==> config.mk <==
export PLATFORM = sky130hd
export DESIGN_NAME = primitive_root_search
export DESIGN_NICKNAME = d
export VERILOG_FILES = /design/src/rtl/prs_pkg.sv /design/src/rtl/primitive_root_search.sv
export SDC_FILE = /design/constraint.sdc
export NUM_CORES = 2
export LEC_CHECK = 0
export BUFFER_PORTS_ARGS = -buffer_cell sky130_fd_sc_hd__buf_4
export CAP_MARGIN = 20
export CORE_MARGIN = 5
export CORE_UTILIZATION = 55
export CTS_BUF_LIST = sky130_fd_sc_hd__clkbuf_16
export DETAILED_ROUTE_END_ITERATION = 10
export PLACE_DENSITY = 0.76
export SLEW_MARGIN = 40
export SYNTH_ARGS = -nofsm -noshare
export SYNTH_HDL_FRONTEND = slang
export SYNTH_SLANG_ARGS = --single-unit
==> constraint.sdc <==
create_clock -name clk -period 20.9 [get_ports clk]
set_clock_uncertainty 0.05 [all_clocks]
set_input_delay 4.18 -clock clk [delete_from_list [all_inputs] [get_ports clk]]
set_output_delay 4.18 -clock clk [all_outputs]
set_load 0.01 [all_outputs]
==> src/rtl/prs_pkg.sv <==
// ----------------------------------------------------------------------------
// prs_pkg - shared constants for the primitive root search
// Default widths and sizes, and the port widths fixed by the interface.
// ----------------------------------------------------------------------------
`default_nettype none

package prs_pkg;

  // default modulus width used by the search datapath
  localparam int unsigned MOD_BITS_DEF    = 32;
  // default depth of the factor store
  localparam int unsigned MAX_FACTORS_DEF = 16;
  // fixed port widths
  localparam int unsigned IN_W            = 32;
  localparam int unsigned ROOT_W          = 32;
  // smallest modulus that has a candidate
  localparam int unsigned MIN_MODULUS     = 3;
  // first candidate and first trial divisor
  localparam int unsigned FIRST_CAND      = 2;

endpackage

`default_nettype wire

==> src/rtl/primitive_root_search.sv <==
// ----------------------------------------------------------------------------
// primitive_root_search - smallest primitive root modulo a prime
// Factors p-1 by trial division, then tests g = 2, 3, ... with bit-serial
// modular exponentiation until every factor power differs from one.
// ----------------------------------------------------------------------------
// Usage: pulse start while busy is low to transfer a modulus; for a modulus of
// three or more, busy stays high until the answer. done is high for exactly one
// cycle and marks the answer on root/found. The receiver cannot stall, so sample
// done every cycle. One item is in flight at a time. Timing is data dependent:
// trial division costs about sqrt(p) divisor steps on the one-bit-per-cycle
// restoring divider; each candidate then costs, per factor, one division plus
// up to 2*MOD_BITS modular products from the double-and-add multiplier. A
// modulus below three answers in the cycle right after its transfer.
`default_nettype none

module primitive_root_search
  import prs_pkg::*;
#(
  parameter int unsigned MOD_BITS    = MOD_BITS_DEF,
  parameter int unsigned MAX_FACTORS = MAX_FACTORS_DEF
) (
  input  logic              clk,
  input  logic              rst,
  input  logic              start,
  output logic              busy,
  input  logic [IN_W-1:0]   modulus,
  output logic              done,
  output logic [ROOT_W-1:0] root,
  output logic              found
);

  localparam int unsigned W  = MOD_BITS;
  localparam int unsigned CW = $clog2(MAX_FACTORS + 1);
  localparam int unsigned IW = (MAX_FACTORS > 1) ? $clog2(MAX_FACTORS) : 1;
  localparam int unsigned KW = $clog2(W + 1);

  typedef enum logic [3:0] {
    S_IDLE, S_TD_CHECK, S_TD_DIV, S_G_CHECK, S_F_CHECK, S_F_READ,
    S_F_DIV, S_P_STEP, S_P_MR, S_P_MB
  } state_t;

  state_t          state;
  logic [W-1:0]    p, phi, rest, d, g;
  logic [W+1:0]    dsq;
  logic            took;
  logic [CW-1:0]   count, fi;
  // shared divider
  logic [W-1:0]    dq, drem, dvs;
  logic [KW-1:0]   dcnt;
  // shared modular multiplier
  logic [W-1:0]    ma, mb, acc;
  // exponentiation
  logic [W-1:0]    ex, pr, base;
  // factor store
  logic [W-1:0]    mem [MAX_FACTORS];
  logic [W-1:0]    q_rd;
  logic            store_en;
  logic [W-1:0]    store_val;

  logic [W-1:0]    p_in;
  logic [W:0]      trial, acc_sum, a_dbl;
  logic            trial_ge;
  logic            dsq_le;
  logic [W-1:0]    acc_next, ma_next;
  logic [63:0]     g_wide;

  assign p_in     = W'(modulus);
  assign busy     = (state != S_IDLE);
  assign g_wide   = 64'(g);

  // divider step: shift in next dividend bit, subtract when it fits
  assign trial    = {drem, dq[W-1]};
  assign trial_ge = (trial >= {1'b0, dvs});

  // multiplier step: conditional add and doubling, both reduced mod p
  assign acc_sum  = {1'b0, acc} + {1'b0, ma};
  assign acc_next = (acc_sum >= {1'b0, p}) ? W'(acc_sum - {1'b0, p}) : acc_sum[W-1:0];
  assign a_dbl    = {ma, 1'b0};
  assign ma_next  = (a_dbl >= {1'b0, p}) ? W'(a_dbl - {1'b0, p}) : a_dbl[W-1:0];

  assign dsq_le   = (dsq <= (W+2)'(rest));

  // new factor capture
  always_comb begin
    store_en  = 1'b0;
    store_val = d;
    if (state == S_TD_CHECK && !dsq_le && rest > W'(1)) begin
      store_en  = 1'b1;
      store_val = rest;
    end else if (state == S_TD_DIV && dcnt == '0 && drem == '0 && !took) begin
      store_en  = 1'b1;
    end
    if (count >= CW'(MAX_FACTORS)) store_en = 1'b0;
  end

  // factor store, registered read
  always_ff @(posedge clk) begin
    if (store_en) mem[count[IW-1:0]] <= store_val;
    q_rd <= mem[fi[IW-1:0]];
  end

  // control and datapath
  always_ff @(posedge clk) begin
    if (rst) begin
      state <= S_IDLE;
      done  <= 1'b0;
      count <= '0;
      found <= 1'b0;
    end else begin
      done <= 1'b0;
      if (store_en) count <= count + CW'(1);
      unique case (state)
        S_IDLE: begin
          if (start) begin
            p <= p_in;
            if (p_in < W'(MIN_MODULUS)) begin
              count <= '0;
              done  <= 1'b1;
              found <= 1'b0;
              root  <= '0;
            end else begin
              phi   <= p_in - W'(1);
              rest  <= p_in - W'(1);
              d     <= W'(FIRST_CAND);
              dsq   <= (W+2)'(FIRST_CAND * FIRST_CAND);
              took  <= 1'b0;
              count <= '0;
              state <= S_TD_CHECK;
            end
          end
        end
        // trial divisor loop bound
        S_TD_CHECK: begin
          if (dsq_le) begin
            dq    <= rest;
            dvs   <= d;
            drem  <= '0;
            dcnt  <= KW'(W);
            state <= S_TD_DIV;
          end else begin
            g     <= W'(FIRST_CAND);
            state <= S_G_CHECK;
          end
        end
        // rest / d, then divide out repeatedly
        S_TD_DIV: begin
          if (dcnt != '0) begin
            dq   <= {dq[W-2:0], trial_ge};
            drem <= trial_ge ? W'(trial - {1'b0, dvs}) : trial[W-1:0];
            dcnt <= dcnt - KW'(1);
          end else if (drem == '0) begin
            took <= 1'b1;
            rest <= dq;
            dq   <= dq;
            drem <= '0;
            dcnt <= KW'(W);
          end else begin
            took  <= 1'b0;
            dsq   <= dsq + (W+2)'({d, 1'b1});
            d     <= d + W'(1);
            state <= S_TD_CHECK;
          end
        end
        // next candidate
        S_G_CHECK: begin
          if (g >= p) begin
            done  <= 1'b1;
            found <= 1'b0;
            root  <= '0;
            state <= S_IDLE;
          end else begin
            fi    <= '0;
            state <= S_F_CHECK;
          end
        end
        S_F_CHECK: begin
          if (fi >= count) begin
            done  <= 1'b1;
            found <= 1'b1;
            root  <= g_wide[ROOT_W-1:0];
            state <= S_IDLE;
          end else begin
            state <= S_F_READ;
          end
        end
        // factor word is valid now
        S_F_READ: begin
          if (q_rd == '0) begin
            g     <= g + W'(1);
            state <= S_G_CHECK;
          end else begin
            dq    <= phi;
            dvs   <= q_rd;
            drem  <= '0;
            dcnt  <= KW'(W);
            state <= S_F_DIV;
          end
        end
        S_F_DIV: begin
          if (dcnt != '0) begin
            dq   <= {dq[W-2:0], trial_ge};
            drem <= trial_ge ? W'(trial - {1'b0, dvs}) : trial[W-1:0];
            dcnt <= dcnt - KW'(1);
          end else begin
            ex    <= dq;
            pr    <= W'(1);
            base  <= g;
            state <= S_P_STEP;
          end
        end
        // square-and-multiply sequencing
        S_P_STEP: begin
          if (ex == '0) begin
            if (pr == W'(1)) begin
              g     <= g + W'(1);
              state <= S_G_CHECK;
            end else begin
              fi    <= fi + CW'(1);
              state <= S_F_CHECK;
            end
          end else if (ex[0]) begin
            ma    <= pr;
            mb    <= base;
            acc   <= '0;
            state <= S_P_MR;
          end else begin
            ma    <= base;
            mb    <= base;
            acc   <= '0;
            state <= S_P_MB;
          end
        end
        S_P_MR: begin
          if (mb != '0) begin
            if (mb[0]) acc <= acc_next;
            ma <= ma_next;
            mb <= mb >> 1;
          end else begin
            pr    <= acc;
            ma    <= base;
            mb    <= base;
            acc   <= '0;
            state <= S_P_MB;
          end
        end
        S_P_MB: begin
          if (mb != '0) begin
            if (mb[0]) acc <= acc_next;
            ma <= ma_next;
            mb <= mb >> 1;
          end else begin
            base  <= acc;
            ex    <= ex >> 1;
            state <= S_P_STEP;
          end
        end
        default: state <= S_IDLE;
      endcase
    end
  end

  // a result only ends a search that was running or a tiny modulus just taken
  a_done_busy: assert property (@(posedge clk) disable iff (rst)
    done |-> $past(busy || start))
    else $error("done without a running search");
  // a transfer of a modulus of three or more starts the search
  a_start: assert property (@(posedge clk) disable iff (rst)
    (start && !busy && p_in >= W'(MIN_MODULUS)) |=> busy)
    else $error("accepted modulus did not start a search");
  // a reported root is at least two
  a_root: assert property (@(posedge clk) disable iff (rst) (done && found) |-> (g >= W'(2)))
    else $error("root below two reported");
  // store never overfills
  a_count: assert property (@(posedge clk) disable iff (rst) count <= CW'(MAX_FACTORS))
    else $error("factor count overflow");

endmodule

`default_nettype wire

Yosys cells after proc, flatten, opt, wreduce, memory -nomap -nowiden
Memory sizes are Yosys's and may differ from the RTL's. A register that Yosys moved wholly into a read port is not among the register bits.
Cells that the tools add are included.
{"block": "op_classes", "addsub": 11, "order_cmp": 9, "n_eq_ne": 34, "mux": 112, "bitwise": 2, "reduce_logical": 42}
{"cell": "$mux W32", "n": 46}
{"cell": "$pmux W32 S3", "n": 6}
{"cell": "$pmux W32 S2", "n": 6}
{"cell": "$mux W34", "n": 4}
{"cell": "$pmux W32 S4", "n": 1}
{"cell": "$ge A33 B32 Y1", "n": 3}
{"cell": "$logic_not A32 Y1", "n": 3}
{"cell": "$sub A32 B32 Y32", "n": 3}
{"cell": "$pmux W34 S2", "n": 1}
{"cell": "$add A32 B1 Y32 const B", "n": 2}
{"cell": "$ne A2 B2 Y1 const B", "n": 21}
{"cell": "$pmux W4 S10", "n": 1}
{"cell": "$add A34 B33 Y34", "n": 1}
{"cell": "$le A34 B32 Y1", "n": 1}
{"cell": "$add A32 B32 Y33", "n": 1}
{"cell": "$eq A32 B1 Y1 const B", "n": 1}
{"cell": "$ge A32 B32 Y1", "n": 1}
{"cell": "$gt A32 B1 Y1 const B", "n": 1}
{"cell": "$lt A32 B2 Y1 const B", "n": 1}
{"cell": "$mux W4", "n": 8}
{"cell": "$reduce_bool A32 Y1", "n": 1}
{"cell": "$sub A32 B1 Y32 const B", "n": 1}
{"cell": "$mux W5", "n": 6}
{"cell": "$mux W6", "n": 5}
{"cell": "31 further kinds", "n": 85}
{"block": "totals", "register_bits": 537, "ram_bits": 512, "input_bits": 35, "word_cells": 234, "mem_count": 1}
{"name": "mem", "depth": 16, "width": 32, "rd": 1, "rd_clocked_by_memory_dff": 1, "wr": 1, "line_no": "primitive_root_search.sv:55", "rtl": "logic [W-1:0] mem [MAX_FACTORS];"}

Depth between registers and ports, before layout
{"block": "depth", "word_depth": 10, "mapped_depth": 23, "mapped_depth_nobuf": 21}

Worst setup path after synthesis
OpenSTA, ideal clock, no wires.
{"block": "synth_timing", "path_kind": "input port to flip-flop", "start": "in modulus[25]", "end": "reg root[0] (enable)", "arrival_ns": 10.923, "required_ns": 20.256, "slack_ns": 9.332, "path_stages": 9, "n_path_buf": 0, "cell_sequence": "or3_1 > or4_1 > nor4_1 > nand2_1 > nor3_1 > nand3_1 > nand2_1 > nand2_1 > a2111oi_0"}
{"block": "synth_via", "elab_chain_len": 3}
{"element": "start, declared", "line_no": "primitive_root_search.sv:26", "rtl": "input logic [IN_W-1:0] modulus,"}
{"element": "$lt A32 B2 Y1", "line_no": "primitive_root_search.sv:116", "rtl": "if (p_in < W'(MIN_MODULUS)) begin"}
{"element": "$ne A2 B2 Y1 (no source line)"}
{"element": "$reduce_and A6 Y1 (no source line)"}
{"element": "end signal, assigned", "line_no": "primitive_root_search.sv:180", "rtl": "root <= g_wide[ROOT_W-1:0];"}
{"element": "end, declared", "line_no": "primitive_root_search.sv:28", "rtl": "output logic [ROOT_W-1:0] root,"}
No other way between the ends.
A chain may end at the register's enable or synchronous reset.

Worst setup path in the final report
{"block": "layout_timing", "start": "in modulus[25]", "end": "reg d[19] (enable)"}
{"block": "layout_via", "elab_chain_len": 3}
{"element": "$lt A32 B2 Y1", "line_no": "primitive_root_search.sv:116"}
{"element": "$ne A2 B2 Y1 (no source line)"}
{"element": "$reduce_and A6 Y1 (no source line)"}
{"element": "end signal, assigned", "line_no": "primitive_root_search.sv:124", "rtl": "d <= W'(FIRST_CAND);"}
{"element": "end signal, assigned", "line_no": "primitive_root_search.sv:160", "rtl": "d <= d + W'(1);"}
{"element": "end, declared", "line_no": "primitive_root_search.sv:43", "rtl": "logic [W-1:0] p, phi, rest, d, g;"}
No other way between the ends.

==> flow_summary.toml <==
[yosys]
async_flop_share_pct = 0
synth_nets = 4449
synthCells = 4170
synth_area_leaders = "edfxtp_1, mux4_2, ha_1, nand2_1, nor2_1"
yosysWarnings = 0
yosysUniqueCellTypes = 87
synth_edf_count = 1038
ys_ff_latch = 1081
synth_top_area_cell = "edfxtp_1"
avgSynthCellArea_um2 = 13.0
synthesis.area_um2 = 54300
synth_top_area_share_pct = 57.4
yosysSeqAreaShare_pct = 59.0
ys.flop_type = "edfxtp_1"

[clocking]
h-tree-depth = 3
clockBufferDepth = 3
root_buffer = "clkbuf_16"
cts_hold_buf = 0
cts_buffers = 109
cts_tree = "built"
post_cts_buffers = 0
clk-insertion-delay-late_ns = 0.73
clock_sinks = 1081
cts_resized = 0
clk_pin_slew_ns = 0.06

[sta]
period_share_pct = 35.3
tns_ns = 0
drv_slew = 0
finalSetupViolations = 0
period_needed_ns = 7.38
rsz0062_at_grt = "no"
fmaxAchievable_mhz = 136
maxSlewHeadroom_pct = 42.1
final_hold_viol_count = 0
tightestPinTransition_ns = 0.865

[cells_and_area]
fin_nets = 4556
drive_above_1_share_pct = 15.4
mostFrequentLayoutCell = "edfxtp_1"
final_cell_mix = "edfxtp_1, nand2_1, nor2_1, ha_1, a21oi_1"
final_core_util_pct = 61.6
area_delta_synth_final_pct = 11.5
fin_area_um2 = 60600

[worst_setup_path]
critical_path_class = "in -> reg"
cp_common_cell = "buf_4"
reg2reg_slack_ns = 14.91
crit_path_top_delay_cell = "nor3_1"
critical_path_required_ns = 21.31
critPathArrivalTime_ns = 7.79
reg2reg_from = "acc[0]"
slowest_delay_ns = 0.70
ff2ff_path_depth = 20
cp_max_fo = 36
start_kind = "primary input"
crit_path_end_kind = "flip-flop"
crit_chain = "buf_4 > or3_1 > or4_1 > nor4_1 > nand2_1 > nor3_1 > o311ai_0 > and2_1 > and3_2 > buf_4 > buf_12"
r2r-end = "acc[22]"

[grt]
grt.overflow.total = 0
grt_max_degree = 83
grt_pass1_wl_um = 219000
grt_usage_pct = 27.7
antenna_found_initial = 6
grt_pass1_vias = 35300

[hold_path]
min_path_type = "reg -> reg"
worstHoldEndpoint = "mb[10]"
min-delay-start = "mb[11]"
worstHoldPathCells = 2

[status]
status = "completed"

[power]
power_frac_comb_pct = 8.1
p_int_w = 0.00376
switching_share_pct = 23.8
pwr_density_cell_nw_per_um2 = 81.4
ir_worst_vdd_uv = 103
seq_power_share_pct = 50.8
p_leak_nw = 22.2
clkPwrFrac_pct = 41.2
power.switching_w = 0.00117

[drt]
routed_via_density = 6.35
drt_iter0_markers = 3889
wire_per_inst_um = 25.9
drtAntennaViolNets = 0
drt_first_pass_iters = 8
vias = 36000
wirelength_um = 147000
drc = 0

[placement]
place_area_um2 = 56800
place_congestion = 0.973
port_buffers = 69
dp_hpwl_um = 98100

[floorplanning]
coreArea_um2 = 98300
ios = 70
die-area_um2 = 105000
start_util_pct = 55.3
fp.dieH_um = 324
rows = 115
die_x_um = 324

[flow_run]
drv_cap = 0
==> logic make-up (layout without fill, tap and decap cells) <==
logic type                 Yosys count  count (layout)  synth area share, %
AOI/OAI and AO/OA                  775             775                 9.04
xor gates and xnor gates           220             220                 3.55
adders and majority gates          244             244                 5.69
buffers and inverters              322             525                 2.28
DFF                               1081            1081                 59.0
muxes                              327             327                 9.95
other                                0               5                    0
and+or+nand+nor                   1201            1201                 10.5
==> critical path: cells and delay by family <==
family                 cells  cell delay [ns]
AOI/OAI and AO/OA          1             0.34
buffers and inverters      3             0.66
and+or+nand+nor            7             2.57
==> stage by stage <==
stage | setup slack, ns | hold slack [ns] | power, W | std cells
finish | 13.52 | 0.485 | 0.00493 | 5665
global route | 13.41 | 0.518 | 0.00509 | 5660
CTS | 13.56 | 0.488 | 0.00495 | 5658
detailed placement | 12.89 | 0.479 | 0.00293 | 5451
global placement | 12.94 | 0.469 | 0.00292 | 5444
floorplan | 9.33 | 0.435 | 0.00279 | 4170
==> layer usage <==
layer	track usage [%]	part of all wire, %
met4	13.2	5.6
met1	36.1	38
met3	4.34	8.4
met5	0	0.017
met2	46.3	48
==> cell usage after synthesis, types with 60 or more instances <==
| library cell | count |
|---|---|
| nor2_1 | 336 |
| mux2i_1 | 63 |
| clkbuf_1 | 129 |
| xor2_1 | 110 |
| mux2_2 | 104 |
| nand2_1 | 364 |
| a21oi_1 | 223 |
| nand3_1 | 64 |
| nor3_1 | 64 |
| ha_1 | 239 |
| o21ai_0 | 177 |
| edfxtp_1 | 1038 |
| mux4_2 | 160 |
| nor4_1 | 60 |
| a21o_1 | 100 |
| xnor2_1 | 110 |
| inv_1 | 160 |
==> worst max path at each step <==
stage | from | endpoint | slack (ns) | depth (start not counted)
finish | modulus[25] | d[19] | 13.52 | 11
global route | modulus[25] | root[28] | 13.41 | 11
CTS | modulus[25] | dsq[30] | 13.56 | 11
detailed placement | modulus[25] | d[25] | 12.89 | 11
global placement | modulus[25] | d[24] | 12.94 | 10
floorplan | modulus[25] | root[0] | 9.33 | 9
==> area by class of cell <==
cell class                      instances  area (µm²)
Inverter                              161         604
Clock inverter                         98        1000
Multi-Input combinational cell       2767       21300
Fill cell                            7353       37700
Tap cell                             1287        1610
Clock buffer                          109        2730
Timing Repair Buffer                  157        1290
Sequential cell                      1081       32000
Antenna cell                            5        12.5
==> flip-flops by register name, indices dropped and copies added, names as in the netlist, 4 cells and up <==
register  cells
ma           32
root         32
p            32
mb           32
fi            5
drem         32
mem         512
phi          32
d            32
ex           32
base         32
rest         32
dcnt          6
count         5
acc          32
dsq          34
q_rd         32
state         4
dvs          32
dq           32
pr           32
g            32
==> power groups by stage <==
stage	sequential (W)	clock, W	combinational (W)
global placement	0.00255	0	0.000375
global route	0.00250	0.00216	0.000434
floorplan	0.00253	0	0.000269
detailed placement	0.00255	0	0.000388
CTS	0.00250	0.00206	0.000392
finish	0.00250	0.00203	0.000397
(Power assumes the default switching activity.)
